File: config.mk
export PLATFORM = sky130hd
export DESIGN_NAME = dwlc_front
export DESIGN_NICKNAME = d
export VERILOG_FILES = /design/src/sv/dwlc_pkg.sv /design/src/sv/dwlc_front.sv
export SDC_FILE = /design/constraint.sdc
export NUM_CORES = 1
export LEC_CHECK = 0
export BUFFER_PORTS_ARGS = -buffer_cell sky130_fd_sc_hd__buf_2
export CAP_MARGIN = 20
export CELL_PAD_IN_SITES_DETAIL_PLACEMENT = 0
export CELL_PAD_IN_SITES_GLOBAL_PLACEMENT = 1
export CORE_ASPECT_RATIO = 0.5
export CORE_MARGIN = 5
export CORE_UTILIZATION = 48
export DETAILED_ROUTE_END_ITERATION = 10
export PLACE_DENSITY_LB_ADDON = 0.1
export SLEW_MARGIN = 20
export SYNTH_ARGS = -nofsm -noshare
export SYNTH_HDL_FRONTEND = slang
export SYNTH_SLANG_ARGS = --single-unit
export TNS_END_PERCENT = 50
File: constraint.sdc
create_clock -name clk_i -period 9.8 [get_ports clk_i]
set_clock_uncertainty 0.15 [all_clocks]
set_input_delay 1.47 -clock clk_i [delete_from_list [all_inputs] [get_ports clk_i]]
set_output_delay 1.47 -clock clk_i [all_outputs]
set_load 0.05 [all_outputs]
File: src/sv/dwlc_pkg.sv
// ----------------------------------------------------------------------------
// dwlc_pkg
// Shared types and codes for the dry/wet latency crossfader.
// ----------------------------------------------------------------------------
package dwlc_pkg;

  localparam logic [1:0] CMD_SAMPLE = 2'd0;
  localparam logic [1:0] CMD_COMMIT = 2'd1;
  localparam logic [1:0] CMD_CLEAR  = 2'd2;

  localparam logic [0:0] REG_ASSET_ACTIVE = 1'd0;
  localparam logic [0:0] REG_REPL_DRY     = 1'd1;

  localparam int unsigned SAMPLE_W    = 24;
  localparam int unsigned LAT_W       = 17;
  localparam int unsigned MIX_FULL    = 128;
  // fade length in frames; 128*FADE_FRAMES must stay a power of two
  localparam int unsigned FADE_FRAMES = 128;

  typedef enum logic [1:0] {
    K_SAMPLE = 2'd0,
    K_COMMIT = 2'd1,
    K_CLEAR  = 2'd2
  } kind_e;

  typedef enum logic [2:0] {
    B_CLEAR,
    B_IDLE,
    B_READ,
    B_MIX,
    B_MUL,
    B_DIVS,
    B_DIV,
    B_OUT
  } back_state_e;

  typedef struct packed {
    kind_e                       kind;
    logic [2:0]                  channel;
    logic signed [SAMPLE_W-1:0]  dry;
    logic signed [SAMPLE_W-1:0]  wet;
    logic                        frame_end;
    logic                        block_end;
    logic [LAT_W-1:0]            latency;
  } item_t;

  typedef struct packed {
    logic clearing;
    logic busy;
  } back_stat_t;

endpackage

File: src/sv/dwlc_front.sv
// ----------------------------------------------------------------------------
// dwlc_front
// Accepts stream words, drops unknown commands and out-of-range channels,
// and queues the rest for the back end.
// ----------------------------------------------------------------------------
module dwlc_front #(
  parameter int unsigned CHANNELS = 8
) (
  input  logic                 clk_i,
  input  logic                 rst_ni,
  input  logic                 in_valid_i,
  output logic                 in_ready_o,
  input  logic [71:0]          in_data_i,
  input  logic                 in_last_i,
  input  logic [1:0]           in_user_i,
  input  dwlc_pkg::back_stat_t stat_i,
  output logic                 q_valid_o,
  output dwlc_pkg::item_t      q_item_o,
  input  logic                 q_pop_i
);
  import dwlc_pkg::*;

  item_t      fifo_q [2];
  logic [1:0] cnt_q, cnt_d;
  logic       rd_q, wr_q;
  item_t      item;
  logic       keep, push;

  always_comb begin
    item.channel   = in_data_i[2:0];
    item.dry       = in_data_i[26:3];
    item.wet       = in_data_i[50:27];
    item.block_end = in_data_i[51];
    item.latency   = in_data_i[68:52];
    item.frame_end = in_last_i;
    item.kind      = K_SAMPLE;
    keep           = 1'b0;
    case (in_user_i)
      CMD_SAMPLE: begin
        item.kind = K_SAMPLE;
        keep      = 32'(item.channel) < CHANNELS;
      end
      CMD_COMMIT: begin
        item.kind = K_COMMIT;
        keep      = 1'b1;
      end
      CMD_CLEAR: begin
        item.kind = K_CLEAR;
        keep      = 1'b1;
      end
      default: keep = 1'b0;
    endcase
  end

  assign in_ready_o = !stat_i.clearing && (cnt_q != 2'd2);
  assign push       = in_valid_i && in_ready_o && keep;
  assign q_valid_o  = cnt_q != 2'd0;
  assign q_item_o   = fifo_q[rd_q];

  always_comb begin
    cnt_d = cnt_q;
    if (push && !(q_pop_i && q_valid_o)) begin
      cnt_d = cnt_q + 2'd1;
    end else if (!push && q_pop_i && q_valid_o) begin
      cnt_d = cnt_q - 2'd1;
    end
  end

  always_ff @(posedge clk_i or negedge rst_ni) begin
    if (!rst_ni) begin
      cnt_q <= 2'd0;
      rd_q  <= 1'b0;
      wr_q  <= 1'b0;
    end else begin
      cnt_q <= cnt_d;
      if (push) wr_q <= !wr_q;
      if (q_pop_i && q_valid_o) rd_q <= !rd_q;
    end
  end

  always_ff @(posedge clk_i) begin
    if (push) fifo_q[wr_q] <= item;
  end

endmodule

# Word-level counts from Yosys, hierarchy flattened
# Memory sizes are Yosys's and may differ from the RTL's.
# Cells that the tools add are included.
# Widths: inputs -> output; s select.
word_totals:
  out_inout_bits: 74
  register_bits: 4
  inputBits: 81
  word_cells: 31
  mem_bits_rw: 144
  n_memories: 1
mem_list:
  columns: ["memory", "depth", "width", "rd", "rd_ports_with_merged_regs", "write_ports", "line_no", "source"]
  rows:
  - ["fifo_q", 2, 72, 1, 0, 1, "dwlc_front.sv:23", "item_t fifo_q [2];"]
classes:
  muxes: 6
  add_sub_neg: 2
  n_eq_ne: 3
  reduce_logical: 16
op_table:
  columns: ["op", "count"]
  rows:
  - ["$logic_and 1x1->1", 7]
  - ["$logic_not 1->1", 5]
  - ["$mux 2", 2]
  - ["$pmux 2 s2", 1]
  - ["$reduce_bool 2->1", 2]
  - ["$mux 1", 3]
  - ["$reduce_or 3->1", 1]
  - ["$add 2x1->2 const B", 1]
  - ["$eq 2x1->1 const B", 1]
  - ["$eq 2x2->1 const B", 1]
  - ["$logic_not 2->1", 1]
  - ["$ne 2x2->1 const B", 1]
  - ["$sub 2x1->2 const B", 1]

# Depth between registers and ports, before layout
# Gate-level depths: netlist (run 1).
logic_depth:
  ltp_word: 9
  mapped_depth: 4
  ltp_nobuf: 4

# Least setup slack after synthesis (run 1)
# No wires, ideal clock.
synth_path:
  path_type: "input -> register"
  start: "input port in_valid_i"
  end: "memory fifo_q[0][0] (netlist name) (enable)"
  t_arrival_ns: 4.849
  n_path_buf: 0
  path_stages: 3
  path_slack_ns: 4.299
  setup_time_ns: 0.503
  t_required_ns: 9.147
  cell_sequence: "nor2b_2 > nand3b_1 > nor2_1"
synth_between:
  elab_chain_len: 4
synth_lines:
  columns: ["item", "line_no", "source"]
  rows:
  - ["start, declared", "dwlc_front.sv:11", "input logic in_valid_i,"]
  - ["$logic_and 1x1->1 (2 in a row)", "dwlc_front.sv:56", "assign push = in_valid_i && in_ready_o && keep;"]
  - ["$mux 1", "dwlc_front.sv:82", "if (push) fifo_q[wr_q] <= item;"]
  - ["$mux 1 (not written as such)", "dwlc_front.sv:82", null]
  - ["end, declared", "dwlc_front.sv:23", null]
# No other way between the ends.

==> flow_summary.toml, run 1 <==
[final_layout]
regArea_um2 = 4430
finalNonFillerCells = 594
final.fill_count = 882
multiInputGateArea_um2 = 1220
area_growth_pct = 24.3
drive_above_1_share_pct = 59.9
antenna_cells = 0
final_util_pct = 61.0
fin_nets = 498

[cts]
h-tree-depth = 4
clk_path_buf_depth = 2
ctsResizeCount = 0
numCtsBuffers = 17
insertion_delay_ps = 400
postCtsSetupRepairBufs = 0
clk_pin_slew_ps = 60
cts_tree = "built"
cts_hold_buf = 0
cts_sinks = 148
cts_root_buf = "clkbuf_16"

[sta]
fin_crit_sh_pct = 43.4
max_freq_mhz = 235
finalSetupTns_ps = 0
worstMarginPinSlew_ps = 717
slew_headroom_pct = 52.2
fin_crit_ps = 4260
hold_viol_final = 0
setup_viol = 0
rsz0062_at_grt = "false"
final.setup.worst_slack_ps = 5540
whs_ps = 404
drv_slew = 0

[detailed_routing]
drt_iter0_drc = 107
drc_errors = 0
num_vias = 2784
ant_nets = 0
firstDrtPassIters = 4
viasPerCell = 4.69
wire_per_inst_um = 16.9
drt_wl_total_um = 10000

[global_route]
antenna_found_initial = 0
grt_pass1_wl_um = 15000
grt_use_total_pct = 14.0
grt_pass1_vias = 3028
grt_max_degree = 51
grt_overflow = 0

[floorplanning]
fp.dieW_um = 165
die-area_um2 = 14500
die_h_um = 87.7
start_util_pct = 49.1
ios = 155
core_region_area_um2 = 11800
num_rows = 28

[min_path]
min_path_cells = 1
hp-start = "wr_q"
whs_endpoint = "wr_q"
hold_class = "reg -> reg"

[yosys]
synth_seq_cells = 148
synth.avg_cell_area_um2 = 22.9
yosys.cell_types.count = 19
syn-instance-count = 253
synth.cell_area_um2 = 5790
ys_seq_area_share_pct = 76.4
yosysWarnings = 0
synth_nets = 334

[power_and_ir_drop]
leakagePower_nw = 2.89
vdd_drop_max_mv = 0.135
powerDensity_nw_per_um2 = 307

[placement]
dpl.cell_count = 563
pre_cts_slack_ps = 5850
port_buffers = 150
place_congestion = 0.704
dp_hpwl_um = 6750

[worst_setup_path]
cp_cell_sequence = "buf_4, mux2_2, buf_2"
slowest_stage = "dfrtp_4"
path_class = "reg -> out"
r2r-end = "fifo_q[0][27]"
cp-start-kind = "flip-flop"
path_depth = 3
cp.arrival_ps = 2640
critPathCaptureType = "primary output"
r2r_start = "cnt_q[1]"
critical_path.max_fanout = 38
crit_family = "buffers and inverters"
cp.required_ps = 8180
ff2ff_path_depth = 4
critPathBufInv = 2
slowest_delay_ps = 850
ff2ff_setup_slack_ps = 7060

[job]
max_cap_viol_count = 0

[outcome]
status = "completed"
[where the power goes]
group,switching [mW],internal [mW]
combinational,0.514,0.267
sequential,0.0558,0.763
clock,0.240,0.373
[area by class of cell]
class,count,area share (%)
Clock buffer,18,5.96
Clock inverter,13,1.84
Inverter,3,0.156
Multi-Input combinational cell,94,17.0
Sequential cell,148,61.5
Tap cell,165,2.87
Timing Repair Buffer,153,10.7
[cell families after synthesis]
group	count (synthesis)	synth area share (%)
DFF	148	76.4
and+or+nand+nor	16	1.53
buffers and inverters	11	2.81
muxes	72	18.5
xor gates and xnor gates	2	0.302
AOI/OAI and AO/OA	4	0.519
[registers in the layout (all words and copies together), names as in the netlist]
signal	cells
rd_q	1
wr_q	1
fifo_q	144
cnt_q	2
[Yosys cell counts (all sizes together)]
master	count	area, um2
nor2b	5	36.3
a31oi	1	6.26
a211o	1	8.76
nand3	2	10.0
dfrtp	4	100
nor2	4	15.0
buf	8	151
edfxtp	144	4320
and3b	1	8.76
o22ai	1	6.26
inv	3	11.3
nand3b	1	7.51
nand2	3	11.3
mux2	72	1070
a32oi	1	8.76
xnor2	2	17.5
[per-layer routing]
layer | part of all wire (%) | track usage, %
met5 | 0 | 0
met4 | 0.58 | 5.16
met3 | 8.3 | 5.69
met2 | 53 | 25.4
met1 | 38 | 14.8
[per-stage QoR]
step	total power, mW	instance area, um2
floorplan	1.54	5790
global placement	1.61	6640
detailed placement	1.62	6640
CTS	2.24	7200
global route	2.30	7200
finish	2.21	7200
[worst max-delay path by stage]
| stage | from | to | slack, ps |
|---|---|---|---|
| global route | rd_q | q_item_o[71] | 5430 |
| finish | rd_q | q_item_o[70] | 5540 |
| global placement | stat_i[1] | fifo_q[0][45] | 5940 |
| detailed placement | stat_i[1] | fifo_q[0][25] | 5850 |
| CTS | rd_q | q_item_o[70] | 5500 |
| floorplan | in_valid_i | fifo_q[0][0] | 4300 |
[cell usage in the layout (no fill, tap or decap), drive strengths merged]
| cell type | n |
|---|---|
| nor2b | 5 |
| buf | 153 |
| and3b | 1 |
| nand3 | 2 |
| dfrtp | 4 |
| clkbuf | 18 |
| clkinvlp | 1 |
| o22ai | 1 |
| a32oi | 1 |
| xnor2 | 2 |
| nand2 | 3 |
| nor2 | 4 |
| a211o | 1 |
| edfxtp | 144 |
| clkinv | 7 |
| mux2 | 72 |
| bufinv | 2 |
| inv | 6 |
| a31oi | 1 |
| nand3b | 1 |
No activity file was read; power rests on OpenSTA's default activity.
==> inputs of run 2 (changes only) <==
- CORE_UTILIZATION: 48 -> 40
- clock period: 9.8 -> 3.62 ns (I/O delays scaled with it)
==> flow_summary.toml, run 2 (synthesized netlist as in run 1, its figures left out) <==
[floorplanning]
num_rows = 31
ios = 155
die_h_um = 95.1
start_util_pct = 40.5
fp.dieW_um = 180
core_region_area_um2 = 14300
die-area_um2 = 17100

[worst_setup_path]
cp_cell_sequence = "buf_4, mux2_4, buf_2"
slowest_delay_ps = 770
cp.required_ps = 2930
critPathBufInv = 2
cp-start-kind = "flip-flop"
cp.arrival_ps = 2130
crit_family = "flip-flops"
slowest_stage = "dfrtp_4"
ff2ff_setup_slack_ps = 1570
critical_path.max_fanout = 28
critPathCaptureType = "primary output"
path_class = "reg -> out"

[sta]
fin_crit_sh_pct = 78.1
worstMarginPinSlew_ps = 529
slew_headroom_pct = 64.7
fin_crit_ps = 2830
drv_slew = 0
setup_viol = 0
hold_viol_final = 0
max_freq_mhz = 354
rsz0062_at_grt = "false"
whs_ps = 172

[detailed_routing]
num_vias = 2818
drc_errors = 0
ant_nets = 0
wire_per_inst_um = 16.5
drt_iter0_drc = 111
firstDrtPassIters = 4
viasPerCell = 4.47
drt_wl_total_um = 10400

[power_and_ir_drop]
vdd_drop_max_mv = 0.314
leakagePower_nw = 2.95
finalPower_mw = 6.30
powerDensity_nw_per_um2 = 853

[final_layout]
drive_above_1_share_pct = 60.6
largest-register = "fifo_q"
area_growth_pct = 27.5
final_common_cell = "buf_2"
final_util_pct = 51.6
final_area_um2 = 7390
antenna_cells = 0
fin_nets = 502
final_cell_mix = "buf_2, edfxtp_1, mux2_4"
largestRegisters = "fifo_q x144, cnt_q x2"
largest_reg_flops = 144

[placement]
dpl-instance-area_um2 = 6720
port_buffers = 150
dp_hpwl_um = 7100
place_congestion = 0.723

[cts]
cts_root_buf = "clkbuf_16"
clk_pin_slew_ps = 60
cts_sinks = 148
ctsResizeCount = 0
insertion_delay_ps = 400
numCtsBuffers = 17
clk_path_buf_depth = 2
h-tree-depth = 4
cts_tree = "built"

[global_route]
grt_max_degree = 38
antenna_found_initial = 0
grt_pass1_wl_um = 16000
grt_overflow = 0
grt_use_total_pct = 12.3
grt_pass1_vias = 3143

[min_path]
hold_class = "in -> reg"

[outcome]
status = "completed"

[job]
max_cap_viol_count = 0
==> run 2: worst paths after layout <==
kind                       cells past startpoint     startpoint       endpoint
setup / recovery                               3           rd_q   q_item_o[23]
hold / removal                                 1  in_data_i[66]  fifo_q[1][14]
setup reg to reg                               4       cnt_q[1]  fifo_q[1][26]
hold reg to reg                                1           wr_q           wr_q
max in group asynchronous                      2         rst_ni           rd_q
min in group asynchronous                      2         rst_ni       cnt_q[0]
==> run 2: area by class of cell <==
class	count	area, um2
flip-flops and latches	148	4430
clock inverters	12	230
fillers	1202	6930
well taps	198	248
repair buffers	157	818
inverters	3	11.3
clock buffers	18	429
multi-input cells	94	1220
==> run 2: report_power, final <==
group	switching, mW	total [mW]	internal (mW)
Sequential	0.128	2.19	2.07
Combinational	1.42	2.16	0.742
Clock	0.654	1.94	1.29
==> run 2: repair_timing <==
item	CTS	global route
buffers inserted	0	0
hold buffers	1	0
setup endpoints to repair	0	0
endpoints found under the hold margin	4	0
==> run 2: per-layer routing <==
layer  up-vias  part of all wire [%]  track usage (%)
met5         -                     0                0
met4         0                  0.92             4.53
met3         9                   6.3             4.54
met2        92                    51             21.1
met1      1379                    42             14.5
li1       1338                     -                -
==> run 2: metrics by stage <==
stage / std cells / setup WS, ps / TNS (ps)
floorplan: 253 / -954 / -137440
global placement: 599 / 1230 / 0
detailed placement: 599 / 1190 / 0
CTS: 630 / 753 / 0
global route: 630 / 708 / 0
finish: 630 / 794 / 0
==> inputs of run 3 (changes only) <==
- ABC_AREA: not set -> 1
- CORE_UTILIZATION: 40 -> 41
- clock period: 3.62 -> 2.9 ns (I/O delays scaled with it)
==> flow_summary.toml, run 3 <==
[detailed_routing]
drc_errors = 0
drt_iter0_drc = 183
firstDrtPassIters = 4
drt_wl_total_um = 11200
ant_nets = 0
wire_per_inst_um = 14.7
num_vias = 3377
viasPerCell = 4.45

[global_route]
grt_pass1_wl_um = 17500
grt_pass1_vias = 3434
antenna_found_initial = 1
grt_overflow = 0
grt_max_degree = 73
grt_use_total_pct = 14.3

[sta]
whs_ps = 66.4
slew_headroom_pct = 62.8
finalSetupTns_ps = 0
final.setup.worst_slack_ps = 557
rsz0062_at_grt = "false"
max_freq_mhz = 427
fin_crit_sh_pct = 80.8
fin_crit_ps = 2340
drv_slew = 0
hold_viol_final = 0
setup_viol = 0
worstMarginPinSlew_ps = 558

[floorplanning]
fp.dieW_um = 174
start_util_pct = 42.6
die_h_um = 91.9
die-area_um2 = 16000
core_region_area_um2 = 12900
num_rows = 29
ios = 155

[worst_setup_path]
critPathBufInv = 3
critical_path.max_fanout = 38
cp-start-kind = "flip-flop"
cp_cell_sequence = "inv_2, buf_4, nand2_1, nand2_1, buf_2"
critPathCaptureType = "primary output"
crit_family = "buffers and inverters"
cp.arrival_ps = 1760
slowest_stage = "dfrtp_2"
path_class = "reg -> out"
cp.required_ps = 2320
slowest_delay_ps = 420
cp_common_cell = "nand2_1"

[cts]
cts_root_buf = "clkbuf_16"
numCtsBuffers = 17
cts_tree = "built"
h-tree-depth = 4
insertion_delay_ps = 400
clk_pin_slew_ps = 60
ctsResizeCount = 0
clk_path_buf_depth = 2
cts_sinks = 148

[final_layout]
regArea_um2 = 4430
final_area_um2 = 7070
largestRegisters = "fifo_q x144, cnt_q x2"
final_common_cell = "nand2_1"
largest-register = "fifo_q"
multiInputGateArea_um2 = 990
area_growth_pct = 28.5
final_cell_mix = "nand2_1, buf_2, edfxtp_1"
drive_above_1_share_pct = 34.3
largest_reg_flops = 144
antenna_cells = 0
final.fill_count = 1125
fin_nets = 658

[yosys]
synth_seq_cells = 148
synth.largest_area_cell = "edfxtp_1"
synth_top_area_share_pct = 78.5
yosys.cell_types.count = 16
synth_nets = 496
ys_async_sr_fraction_pct = 2.70
synthTopCellsByArea = "edfxtp_1, nand2_1, dfrtp_1, buf_2, xor2_1"
ys_seq_area_share_pct = 80.4
synth.avg_cell_area_um2 = 13.3
synth_ff_type = "edfxtp_1"
yosysWarnings = 0
yosysMostFrequentCell = "nand2_1"
synth_common_cells = "nand2_1, edfxtp_1, buf_2"
syn-instance-count = 415
synth.cell_area_um2 = 5510
synth_edf_count = 144

[placement]
port_buffers = 150
place_congestion = 0.646
dp_hpwl_um = 7120
dpl-instance-area_um2 = 6480
pre_cts_slack_ps = 799

[min_path]
hold_class = "in -> reg"

[job]
max_cap_viol_count = 0

[power_and_ir_drop]
vdd_drop_max_mv = 0.656
leakagePower_nw = 3.03
powerDensity_nw_per_um2 = 1140

[outcome]
status = "completed"
run 3: timing repair:
item | CTS | global route
endpoints found under the setup margin | 0 | 0
hold buffers | 1 | 0
buffers inserted | 0 | 0
hold endpoints to repair | 4 | 0
run 3: worst register-to-register path, cell delays in order (launching register included):
cell and delay, ps:
dfrtp_1 420, inv_2 100, a21oi_4 150, nand2_1 170
nor2_4 130, buf_4 460
run 3: metrics by stage:
stage	cells	util, %	power [mW]
2_1_floorplan	415	-	5.23
3_3_place_gp	727	50.2	6.03
3_5_place_dp	727	50.2	6.06
4_1_cts	759	54.7	8.19
5_1_grt	759	54.7	8.50
6_report	759	54.7	8.08
run 3: final timing paths:
kind / from / endpoint / slack (ps) / cells after the start
max reg2reg: cnt_q[0] / fifo_q[0][36] / 920 / 5
max: rd_q / q_item_o[21] / 560 / 5
min: in_data_i[13] / fifo_q[0][53] / 70 / 1
max in group asynchronous: rst_ni / rd_q / 2240 / 2
min in group asynchronous: rst_ni / cnt_q[1] / 220 / 2
min reg2reg: wr_q / wr_q / 390 / 1
run 3: final cells by class:
| type | count | area share, % |
|---|---|---|
| clock inverters | 13 | 2.12 |
| multi-input cells | 242 | 14.0 |
| inverters | 10 | 0.548 |
| flip-flops and latches | 148 | 62.6 |
| clock buffers | 18 | 6.07 |
| repair buffers | 158 | 11.7 |
| well taps | 170 | 3.01 |
run 3: cell families (layout without fill, tap and decap cells):
| family | after synthesis | after routing | synth area share (%) |
|---|---|---|---|
| AND/OR/NAND/NOR | 237 | 237 | 16.8 |
| AO/OA/AOI/OAI | 2 | 2 | 0.455 |
| buffers and inverters | 25 | 199 | 1.93 |
| flip-flops | 148 | 148 | 80.4 |
| XOR/XNOR | 3 | 3 | 0.477 |
run 3: power breakdown:
group | internal, mW | total (mW) | switching, mW
sequential | 2.60 | 2.68 | 0.0760
clock | 1.28 | 2.12 | 0.846
combinational | 0.639 | 3.28 | 2.64
total | 4.52 | 8.08 | 3.56
run 3: layer usage:
metal  vias to the layer above  global-route usage [%]  share of wire [%]
met5                         -                       0              0.063
met4                         2                    5.33               0.85
met3                        11                    4.89                5.5
met2                        86                    23.6                 49
met1                      1561                    17.8                 45
li1                       1717                       -                  -
